**src/utrb_pkg.sv**
```systemverilog
// ---------------------------------------------------------------------------
// utrb_pkg: shared types and constants for the UART TX/RX ring buffer pair
// Ring depth, index and count types, payload structs, op codes, controller
// states and the command/status bundles between controller and datapath.
// ---------------------------------------------------------------------------
package utrb_pkg;

  localparam int unsigned DEPTH = 256;
  localparam int unsigned IDX_W = (DEPTH > 1) ? $clog2(DEPTH) : 1;
  localparam int unsigned CNT_W = IDX_W + 1;

  typedef logic [IDX_W-1:0] idx_t;
  typedef logic [CNT_W-1:0] cnt_t;

  localparam idx_t LAST_IDX  = idx_t'(DEPTH - 1);
  localparam cnt_t DEPTH_CNT = cnt_t'(DEPTH);

  typedef enum logic [2:0] {
    OP_PUT_TX   = 3'd0,
    OP_GET_RX   = 3'd1,
    OP_RX_BYTE  = 3'd2,
    OP_TX_READY = 3'd3,
    OP_FLUSH_RX = 3'd4
  } op_t;

  typedef struct packed {
    logic [2:0] op;
    logic [7:0] data_byte;
  } in_t;

  typedef struct packed {
    logic [7:0] read_byte;
    logic       read_valid;
    logic [7:0] send_byte;
    logic       send_valid;
    logic       put_accepted;
    logic       rx_dropped;
    logic [7:0] tx_count;
    logic [7:0] rx_count;
  } out_t;

  typedef enum logic [1:0] {
    ST_IDLE,
    ST_EXEC,
    ST_FETCH,
    ST_RESP
  } state_t;

  typedef struct packed {
    logic load;
    logic exec;
    logic fetch;
  } ctrl_cmd_t;

  typedef struct packed {
    logic need_fetch;
  } dp_status_t;

endpackage

```
**src/utrb_ram.sv**
```systemverilog
// ---------------------------------------------------------------------------
// utrb_ram: generic single-write, single-read RAM
// One write port and one read port; read data is registered.
// ---------------------------------------------------------------------------
module utrb_ram #(
  parameter int unsigned WIDTH = 8,
  parameter int unsigned DEPTH = 256
) (
  input  logic                                      clk,
  input  logic                                      we,
  input  logic [((DEPTH > 1) ? $clog2(DEPTH) : 1)-1:0] waddr,
  input  logic [WIDTH-1:0]                          wdata,
  input  logic                                      re,
  input  logic [((DEPTH > 1) ? $clog2(DEPTH) : 1)-1:0] raddr,
  output logic [WIDTH-1:0]                          rdata
);

  logic [WIDTH-1:0] mem [DEPTH];

  always_ff @(posedge clk) begin
    if (we) begin
      mem[waddr] <= wdata;
    end
    if (re) begin
      rdata <= mem[raddr];
    end
  end

endmodule

```
**src/utrb_ctrl.sv**
```systemverilog
// ---------------------------------------------------------------------------
// utrb_ctrl: sequencing controller
// Walks one item through load, execute, optional RAM fetch and response.
// ---------------------------------------------------------------------------
module utrb_ctrl (
  input  logic                   clk,
  input  logic                   rst_n,
  input  logic                   in_valid,
  output logic                   in_ready,
  output logic                   out_valid,
  input  logic                   out_ready,
  input  utrb_pkg::dp_status_t   status,
  output utrb_pkg::ctrl_cmd_t    cmd
);

  utrb_pkg::state_t state_r, state_nxt;

  always_ff @(posedge clk) begin
    if (!rst_n) begin
      state_r <= utrb_pkg::ST_IDLE;
    end else begin
      state_r <= state_nxt;
    end
  end

  always_comb begin
    state_nxt = state_r;
    unique case (state_r)
      utrb_pkg::ST_IDLE: begin
        if (in_valid) state_nxt = utrb_pkg::ST_EXEC;
      end
      utrb_pkg::ST_EXEC: begin
        state_nxt = status.need_fetch ? utrb_pkg::ST_FETCH : utrb_pkg::ST_RESP;
      end
      utrb_pkg::ST_FETCH: begin
        state_nxt = utrb_pkg::ST_RESP;
      end
      utrb_pkg::ST_RESP: begin
        if (out_ready) state_nxt = utrb_pkg::ST_IDLE;
      end
      default: state_nxt = utrb_pkg::ST_IDLE;
    endcase
  end

  always_comb begin
    in_ready  = 1'b0;
    out_valid = 1'b0;
    cmd       = '0;
    unique case (state_r)
      utrb_pkg::ST_IDLE: begin
        in_ready = 1'b1;
        cmd.load = in_valid;
      end
      utrb_pkg::ST_EXEC:  cmd.exec  = 1'b1;
      utrb_pkg::ST_FETCH: cmd.fetch = 1'b1;
      utrb_pkg::ST_RESP:  out_valid = 1'b1;
      default: ;
    endcase
  end

  a_fetch_after_exec: assert property (@(posedge clk) disable iff (!rst_n)
    state_r == utrb_pkg::ST_FETCH |-> $past(state_r) == utrb_pkg::ST_EXEC)
    else $error("fetch entered without execute");

  a_one_cmd: assert property (@(posedge clk) disable iff (!rst_n)
    $onehot0({cmd.load, cmd.exec, cmd.fetch}))
    else $error("more than one datapath command");

  a_no_overlap: assert property (@(posedge clk) disable iff (!rst_n)
    !(in_ready && out_valid))
    else $error("input taken while a result is pending");

endmodule

```
**src/utrb_dp.sv**
```systemverilog
// ---------------------------------------------------------------------------
// utrb_dp: ring buffer datapath
// Ring indices, the two byte stores and the result register.
// ---------------------------------------------------------------------------
module utrb_dp (
  input  logic                 clk,
  input  logic                 rst_n,
  input  utrb_pkg::in_t        in_data,
  input  utrb_pkg::ctrl_cmd_t  cmd,
  output utrb_pkg::dp_status_t status,
  output utrb_pkg::out_t       out_data
);

  function automatic utrb_pkg::idx_t ring_next(utrb_pkg::idx_t i);
    return (i == utrb_pkg::LAST_IDX) ? '0 : i + utrb_pkg::idx_t'(1);
  endfunction

  function automatic logic [7:0] ring_count(utrb_pkg::idx_t w, utrb_pkg::idx_t r);
    utrb_pkg::cnt_t d;
    if (w >= r) begin
      d = utrb_pkg::cnt_t'(w) - utrb_pkg::cnt_t'(r);
    end else begin
      d = utrb_pkg::DEPTH_CNT + utrb_pkg::cnt_t'(w) - utrb_pkg::cnt_t'(r);
    end
    return 8'(d);
  endfunction

  logic [2:0]      op_r;
  logic [7:0]      data_r;
  utrb_pkg::idx_t  tx_wr_r, tx_rd_r, rx_wr_r, rx_rd_r;
  utrb_pkg::idx_t  tx_wr_nxt, tx_rd_nxt, rx_wr_nxt, rx_rd_nxt;
  utrb_pkg::out_t  res_r, res_nxt;
  logic            fetch_tx_r;

  logic tx_full, tx_empty, rx_full, rx_empty;
  logic tx_we, tx_re, rx_we, rx_re;
  logic [7:0] tx_rdata, rx_rdata;

  assign tx_empty = (tx_wr_r == tx_rd_r);
  assign rx_empty = (rx_wr_r == rx_rd_r);
  assign tx_full  = (ring_next(tx_wr_r) == tx_rd_r);
  assign rx_full  = (ring_next(rx_wr_r) == rx_rd_r);

  assign tx_we = cmd.exec && (op_r == utrb_pkg::OP_PUT_TX)   && !tx_full;
  assign tx_re = cmd.exec && (op_r == utrb_pkg::OP_TX_READY) && !tx_empty;
  assign rx_we = cmd.exec && (op_r == utrb_pkg::OP_RX_BYTE)  && !rx_full;
  assign rx_re = cmd.exec && (op_r == utrb_pkg::OP_GET_RX)   && !rx_empty;

  assign status.need_fetch = tx_re || rx_re;

  utrb_ram #(.WIDTH(8), .DEPTH(utrb_pkg::DEPTH)) u_tx_ram (
    .clk   (clk),
    .we    (tx_we),
    .waddr (tx_wr_r),
    .wdata (data_r),
    .re    (tx_re),
    .raddr (tx_rd_r),
    .rdata (tx_rdata)
  );

  utrb_ram #(.WIDTH(8), .DEPTH(utrb_pkg::DEPTH)) u_rx_ram (
    .clk   (clk),
    .we    (rx_we),
    .waddr (rx_wr_r),
    .wdata (data_r),
    .re    (rx_re),
    .raddr (rx_rd_r),
    .rdata (rx_rdata)
  );

  // next indices for the op being executed
  always_comb begin
    tx_wr_nxt = tx_wr_r;
    tx_rd_nxt = tx_rd_r;
    rx_wr_nxt = rx_wr_r;
    rx_rd_nxt = rx_rd_r;
    if (tx_we) tx_wr_nxt = ring_next(tx_wr_r);
    if (tx_re) tx_rd_nxt = ring_next(tx_rd_r);
    if (rx_we) rx_wr_nxt = ring_next(rx_wr_r);
    if (rx_re) rx_rd_nxt = ring_next(rx_rd_r);
    if (cmd.exec && (op_r == utrb_pkg::OP_FLUSH_RX)) begin
      rx_wr_nxt = '0;
      rx_rd_nxt = '0;
    end
  end

  always_comb begin
    res_nxt = res_r;
    if (cmd.exec) begin
      res_nxt              = '0;
      res_nxt.read_valid   = rx_re;
      res_nxt.send_valid   = tx_re;
      res_nxt.put_accepted = tx_we;
      res_nxt.rx_dropped   = cmd.exec && (op_r == utrb_pkg::OP_RX_BYTE) && rx_full;
      res_nxt.tx_count     = ring_count(tx_wr_nxt, tx_rd_nxt);
      res_nxt.rx_count     = ring_count(rx_wr_nxt, rx_rd_nxt);
    end else if (cmd.fetch) begin
      // capture the registered RAM read issued during execute
      if (fetch_tx_r) begin
        res_nxt.send_byte = tx_rdata;
      end else begin
        res_nxt.read_byte = rx_rdata;
      end
    end
  end

  always_ff @(posedge clk) begin
    if (!rst_n) begin
      tx_wr_r <= '0;
      tx_rd_r <= '0;
      rx_wr_r <= '0;
      rx_rd_r <= '0;
    end else begin
      tx_wr_r <= tx_wr_nxt;
      tx_rd_r <= tx_rd_nxt;
      rx_wr_r <= rx_wr_nxt;
      rx_rd_r <= rx_rd_nxt;
    end
  end

  always_ff @(posedge clk) begin
    if (cmd.load) begin
      op_r   <= in_data.op;
      data_r <= in_data.data_byte;
    end
    if (cmd.exec) begin
      fetch_tx_r <= tx_re;
    end
    res_r <= res_nxt;
  end

  assign out_data = res_r;

  a_idx_range: assert property (@(posedge clk) disable iff (!rst_n)
    tx_wr_r <= utrb_pkg::LAST_IDX && tx_rd_r <= utrb_pkg::LAST_IDX &&
    rx_wr_r <= utrb_pkg::LAST_IDX && rx_rd_r <= utrb_pkg::LAST_IDX)
    else $error("ring index out of range");

  a_flush_clears: assert property (@(posedge clk) disable iff (!rst_n)
    cmd.exec && op_r == utrb_pkg::OP_FLUSH_RX |=> rx_wr_r == '0 && rx_rd_r == '0)
    else $error("flush left rx indices set");

  a_tx_untouched: assert property (@(posedge clk) disable iff (!rst_n)
    cmd.exec && (op_r == utrb_pkg::OP_GET_RX || op_r == utrb_pkg::OP_RX_BYTE ||
                 op_r == utrb_pkg::OP_FLUSH_RX)
    |=> $stable(tx_wr_r) && $stable(tx_rd_r))
    else $error("rx-side op moved tx indices");

endmodule

```
**src/uart_tx_rx_ring_buffers.sv**
```systemverilog
// ---------------------------------------------------------------------------
// uart_tx_rx_ring_buffers: TX and RX byte ring buffer pair
// Channel  | Ports                          | Moves
// input    | in_valid, in_ready, in_data    | one op and data byte per transfer
// result   | out_valid, out_ready, out_data | one result per accepted op
//
// One item is in flight at a time: accept, execute, then a fetch step for a
// get or transmit that returns a byte from a ring's RAM read port, then the
// result is held in its register until out_ready takes it.
// Reset clears the ring indices and the controller; stores need no clearing.
// ---------------------------------------------------------------------------
module uart_tx_rx_ring_buffers (
  input  logic           clk,
  input  logic           rst_n,
  input  logic           in_valid,
  output logic           in_ready,
  input  utrb_pkg::in_t  in_data,
  output logic           out_valid,
  input  logic           out_ready,
  output utrb_pkg::out_t out_data
);

  utrb_pkg::ctrl_cmd_t  cmd;
  utrb_pkg::dp_status_t status;

  utrb_ctrl u_ctrl (
    .clk       (clk),
    .rst_n     (rst_n),
    .in_valid  (in_valid),
    .in_ready  (in_ready),
    .out_valid (out_valid),
    .out_ready (out_ready),
    .status    (status),
    .cmd       (cmd)
  );

  utrb_dp u_dp (
    .clk      (clk),
    .rst_n    (rst_n),
    .in_data  (in_data),
    .cmd      (cmd),
    .status   (status),
    .out_data (out_data)
  );

endmodule
```
**config.mk**
```make
export PLATFORM = sky130hd
export DESIGN_NAME = uart_tx_rx_ring_buffers
export DESIGN_NICKNAME = d
export VERILOG_FILES = /design/src/utrb_pkg.sv /design/src/utrb_ram.sv /design/src/utrb_ctrl.sv /design/src/utrb_dp.sv /design/src/uart_tx_rx_ring_buffers.sv
export SDC_FILE = /design/constraint.sdc
export NUM_CORES = 2
export LEC_CHECK = 0
export BUFFER_PORTS_ARGS = -buffer_cell sky130_fd_sc_hd__buf_2
export CAP_MARGIN = 20
export CORE_MARGIN = 4
export CORE_UTILIZATION = 60
export DETAILED_ROUTE_END_ITERATION = 8
export GPL_TIMING_DRIVEN = 0
export PLACE_DENSITY = 0.79
export SKIP_CTS_REPAIR_TIMING = 1
export SKIP_LAST_GASP = 1
export SYNTH_ARGS = -nofsm -noshare
export SYNTH_HDL_FRONTEND = slang
export SYNTH_HIERARCHICAL = 1
export SYNTH_SLANG_ARGS = --single-unit
```
**constraint.sdc**
```tcl
create_clock -name clk -period 9.12 [get_ports clk]
set_input_delay 0 -clock clk [delete_from_list [all_inputs] [get_ports clk]]
set_output_delay 0 -clock clk [all_outputs]
set_load 0.005 [all_outputs]
```
==> impl_metrics.py <==
metrics = {
    "place": {
        "placed_area_um2": 173700,
        "dpl.hpwl_um": 345700,
        "place_congestion": 1.032,
        "port_buffers": 52,
    },
    "clocking": {
        "clockBufferDepth": 4,
        "htreeDepth": 5,
        "cts_tree": "yes",
        "clkSinkCount": 4193,
        "path_clk_slew_ns": 0.06,
        "cts_buffers": 391,
        "insertion_delay_ns": 0.92,
        "root_buffer": "clkbuf_16",
    },
    "yosys": {
        "ys_top_cells_by_area": "edfxtp_1, mux4_2, mux2i_1",
        "synth_area_um2": 164000,
        "ys_ff_latch": 4193,
        "ys_warn_count": 6,
        "synth_edf_count": 4143,
        "ys.flop_type": "edfxtp_1",
        "synth_top_area_frac": 0.7586,
        "synthArstFlopShare": 0,
        "yosysTopAreaCell": "edfxtp_1",
        "synth_cell_types": 87,
        "synth.avg_cell_area_um2": 20.57,
        "syn_nets": 8010,
        "seq_area_frac_synth": 0.7647,
        "synthCells": 7972,
    },
    "setup_path": {
        "path_max_fanout": 22,
        "critPathLaunchType": "flip-flop",
        "worstPathRequired_ns": 9.64,
        "arrival_ns": 7.81,
        "worstSetupEndpointType": "flip-flop",
        "path_class": "reg -> reg",
    },
    "finish": {
        "drive_gt1_frac": 0.2247,
        "regArea_um2": 125400,
        "fillCellCount": 15310,
        "multi_input_area_um2": 35480,
        "fin_area_um2": 186900,
        "num-nets-final": 8735,
        "area_delta_synth_final_pct": 13.97,
    },
    "floorplanning": {
        "rows": 191,
        "die_h_um": 530.8,
        "start_util": 0.6041,
        "die_w_um": 530.8,
        "core_area_um2": 271500,
        "die-area_um2": 281800,
        "pin_count": 53,
    },
    "timing": {
        "period_needed_ns": 7.291,
        "rsz0062_at_grt": "false",
        "tns_ns": 0,
        "setup_viol": 0,
        "slew-limit-headroom": -0.008943,
        "clock_skew_ns": 0.03954,
        "tightest_slew_ns": 1.513,
        "final_hold_viol_count": 0,
        "fin_crit_sh": 0.7994,
        "fmax_mhz": 137.2,
        "drv_slew": 2,
    },
    "grt": {
        "grt_usage": 0.3722,
        "grt_pass1_wl_um": 722400,
        "gr-total-overflow": 0,
        "antenna_found_initial": 33,
        "grt_pass1_vias": 92450,
        "grt_max_degree": 38,
    },
    "route": {
        "ant_nets": 0,
        "drt_iter0_markers": 19730,
        "wl_per_cell_um": 41.90,
        "vias_per_cell": 7.618,
        "dr_total_vias": 96160,
        "routed_wl_um": 529000,
        "drcViolationCount": 179,
        "drt_pass1_iterations": 9,
    },
    "pwr": {
        "seqPwrFrac": 0.542,
        "swShare": 0.2187,
        "power.internal_uw": 32180,
        "p_leak_uw": 0.05653,
        "ir_drop_mv": 0.2561,
        "power_switching_uw": 9008,
        "power_uw": 41190,
        "clockPowerShare": 0.391,
        "power_density_nw_per_um2": 220.4,
        "power_frac_comb": 0.067,
    },
    "run_status": {
        "status": "finished with violations",
        "violations": "DRC, capacitance limit, slew limit",
    },
    "job": {
        "maxCapViolations": 1,
    },
    "hold_path": {
        "hold_path_class": "in -> reg",
    },
}
[stage by stage]
step           cells    util  worst slack, ns  hold WS, ns
2_1_floorplan   7972       -            1.527      0.09887
3_3_place_gp   11590  0.6215           -5.765       0.1770
3_5_place_dp   11810  0.6399            2.607       0.1781
4_1_cts        12510  0.6852            2.584      -0.7670
5_1_grt        12580  0.6880            1.952      0.09683
6_report       12620  0.6884            1.829       0.1014
[registers in the layout, indices dropped and copies added, names as in the netlist]
name and cells:
u_dp/u_rx_ram/mem 2048, u_dp/u_tx_ram/mem 2048, u_dp/out_data 35, u_dp/data_r 8, u_dp/rx_rd_r 8, u_dp/rx_wr_r 8
u_dp/tx_rd_r 8, u_dp/tx_wr_r 8, u_dp/u_rx_ram/rdata 8, u_dp/u_tx_ram/rdata 8, u_dp/op_r 3, u_ctrl/state_r 2
u_dp/fetch_tx_r 1
[kinds of logic (layout without fill, tap and decap cells)]
group,count (synthesis),count (layout),share of synthesized area
flip-flops,4193,4193,0.7647
other,0,47,0
XOR/XNOR,53,53,0.002830
multiplexers,1195,1195,0.1426
AO/OA/AOI/OAI,858,858,0.03709
buffers and inverters,513,1547,0.01902
adder cells (fa/ha/maj),23,23,0.001801
AND/OR/NAND/NOR,1137,1137,0.03189
[worst max-delay path: stages, from the launching register on]
cell	delay [ns]
dfxtp_1	0.36
inv_1	0.11
ha_1	0.85
clkbuf_1	0.69
nand2b_1	0.18
or3_1	0.44
a31oi_1	0.36
buf_2	0.36
clkbuf_1	0.69
buf_1	0.39
nand3_1	0.62
clkbuf_2	0.71
nor2_1	1.11
[Yosys cell counts (all sizes together) (55+ instances only)]
master,number
a21oi,218
o22ai,56
nor2b,74
o221ai,95
nor2,619
nor4,55
nor3,59
mux2i,278
mux4,912
clkbuf,239
nand3,88
buf,251
edfxtp,4143
nand2,109
a22oi,268
[cells in the final DEF, fill, tap and decap left out, drive strengths merged, types with 26 or more instances in the layout]
cell type | synthesis | final
nor2b | 74 | 74
nand4 | 29 | 29
diode | 0 | 47
nor3 | 59 | 59
o221ai | 95 | 95
a221oi | 28 | 28
buf | 251 | 551
clkbuf | 239 | 741
mux4 | 912 | 912
mux2i | 278 | 278
a211oi | 32 | 32
nor4 | 55 | 55
o21ai | 39 | 39
a22oi | 268 | 268
nor2 | 619 | 619
inv | 20 | 33
and2 | 26 | 26
bufinv | 0 | 33
edfxtp | 4143 | 4143
dfxtp | 50 | 50
xnor2 | 37 | 37
a21oi | 218 | 218
nand3 | 88 | 88
dlygate4sd3 | 0 | 28
nand2 | 109 | 109
clkinv | 3 | 148
o22ai | 56 | 56
[layout make-up]
type                    instances  area share
clock inverters               204    0.009988
diodes                         47   0.0006293
repair buffers                332     0.03191
inverters                      23   0.0004753
flip-flops and latches       4193      0.6710
plain buffers                 490     0.01643
clock buffers                 498     0.05580
well taps                    3570     0.02390
multi-input cells            3266      0.1899
[routing by layer]
| layer | up-vias | track usage | wire (um) |
|---|---|---|---|
| met2 | 11040 | 0.5179 | 225200 |
| met1 | 47970 | 0.4700 | 160000 |
| li1 | 34740 | - | - |
| met3 | 2378 | 0.1940 | 103900 |
| met5 | - | 0.009402 | 688 |
| met4 | 30 | 0.2136 | 39110 |
[path summary, 6_finish.rpt]
kind / to / cells after the start / start / slack [ns]
worst max-delay path: u_dp/u_tx_ram/mem[72][0] / 12 / u_ctrl/state_r[1] / 1.83
worst min-delay path: u_dp/rx_wr_r[5] / 3 / rst_n / 0.10
worst max register to register: u_dp/u_tx_ram/mem[72][0] / 12 / u_ctrl/state_r[1] / 1.83
worst min register to register: u_dp/out_data[34] / 2 / u_dp/out_data[34] / 0.52
[power by group through the flow]
| stage | Sequential (uW) | Combinational [uW] | Clock, uW |
|---|---|---|---|
| 3_3_place_gp | 25000 | 437 | 0 |
| 2_1_floorplan | 23800 | 235 | 0 |
| 4_1_cts | 22300 | 2610 | 16100 |
| 3_5_place_dp | 22700 | 2590 | 0 |
| 6_report | 22300 | 2750 | 16100 |
| 5_1_grt | 22300 | 2820 | 17000 |
Note: power is estimated with default switching activity, not from simulation.
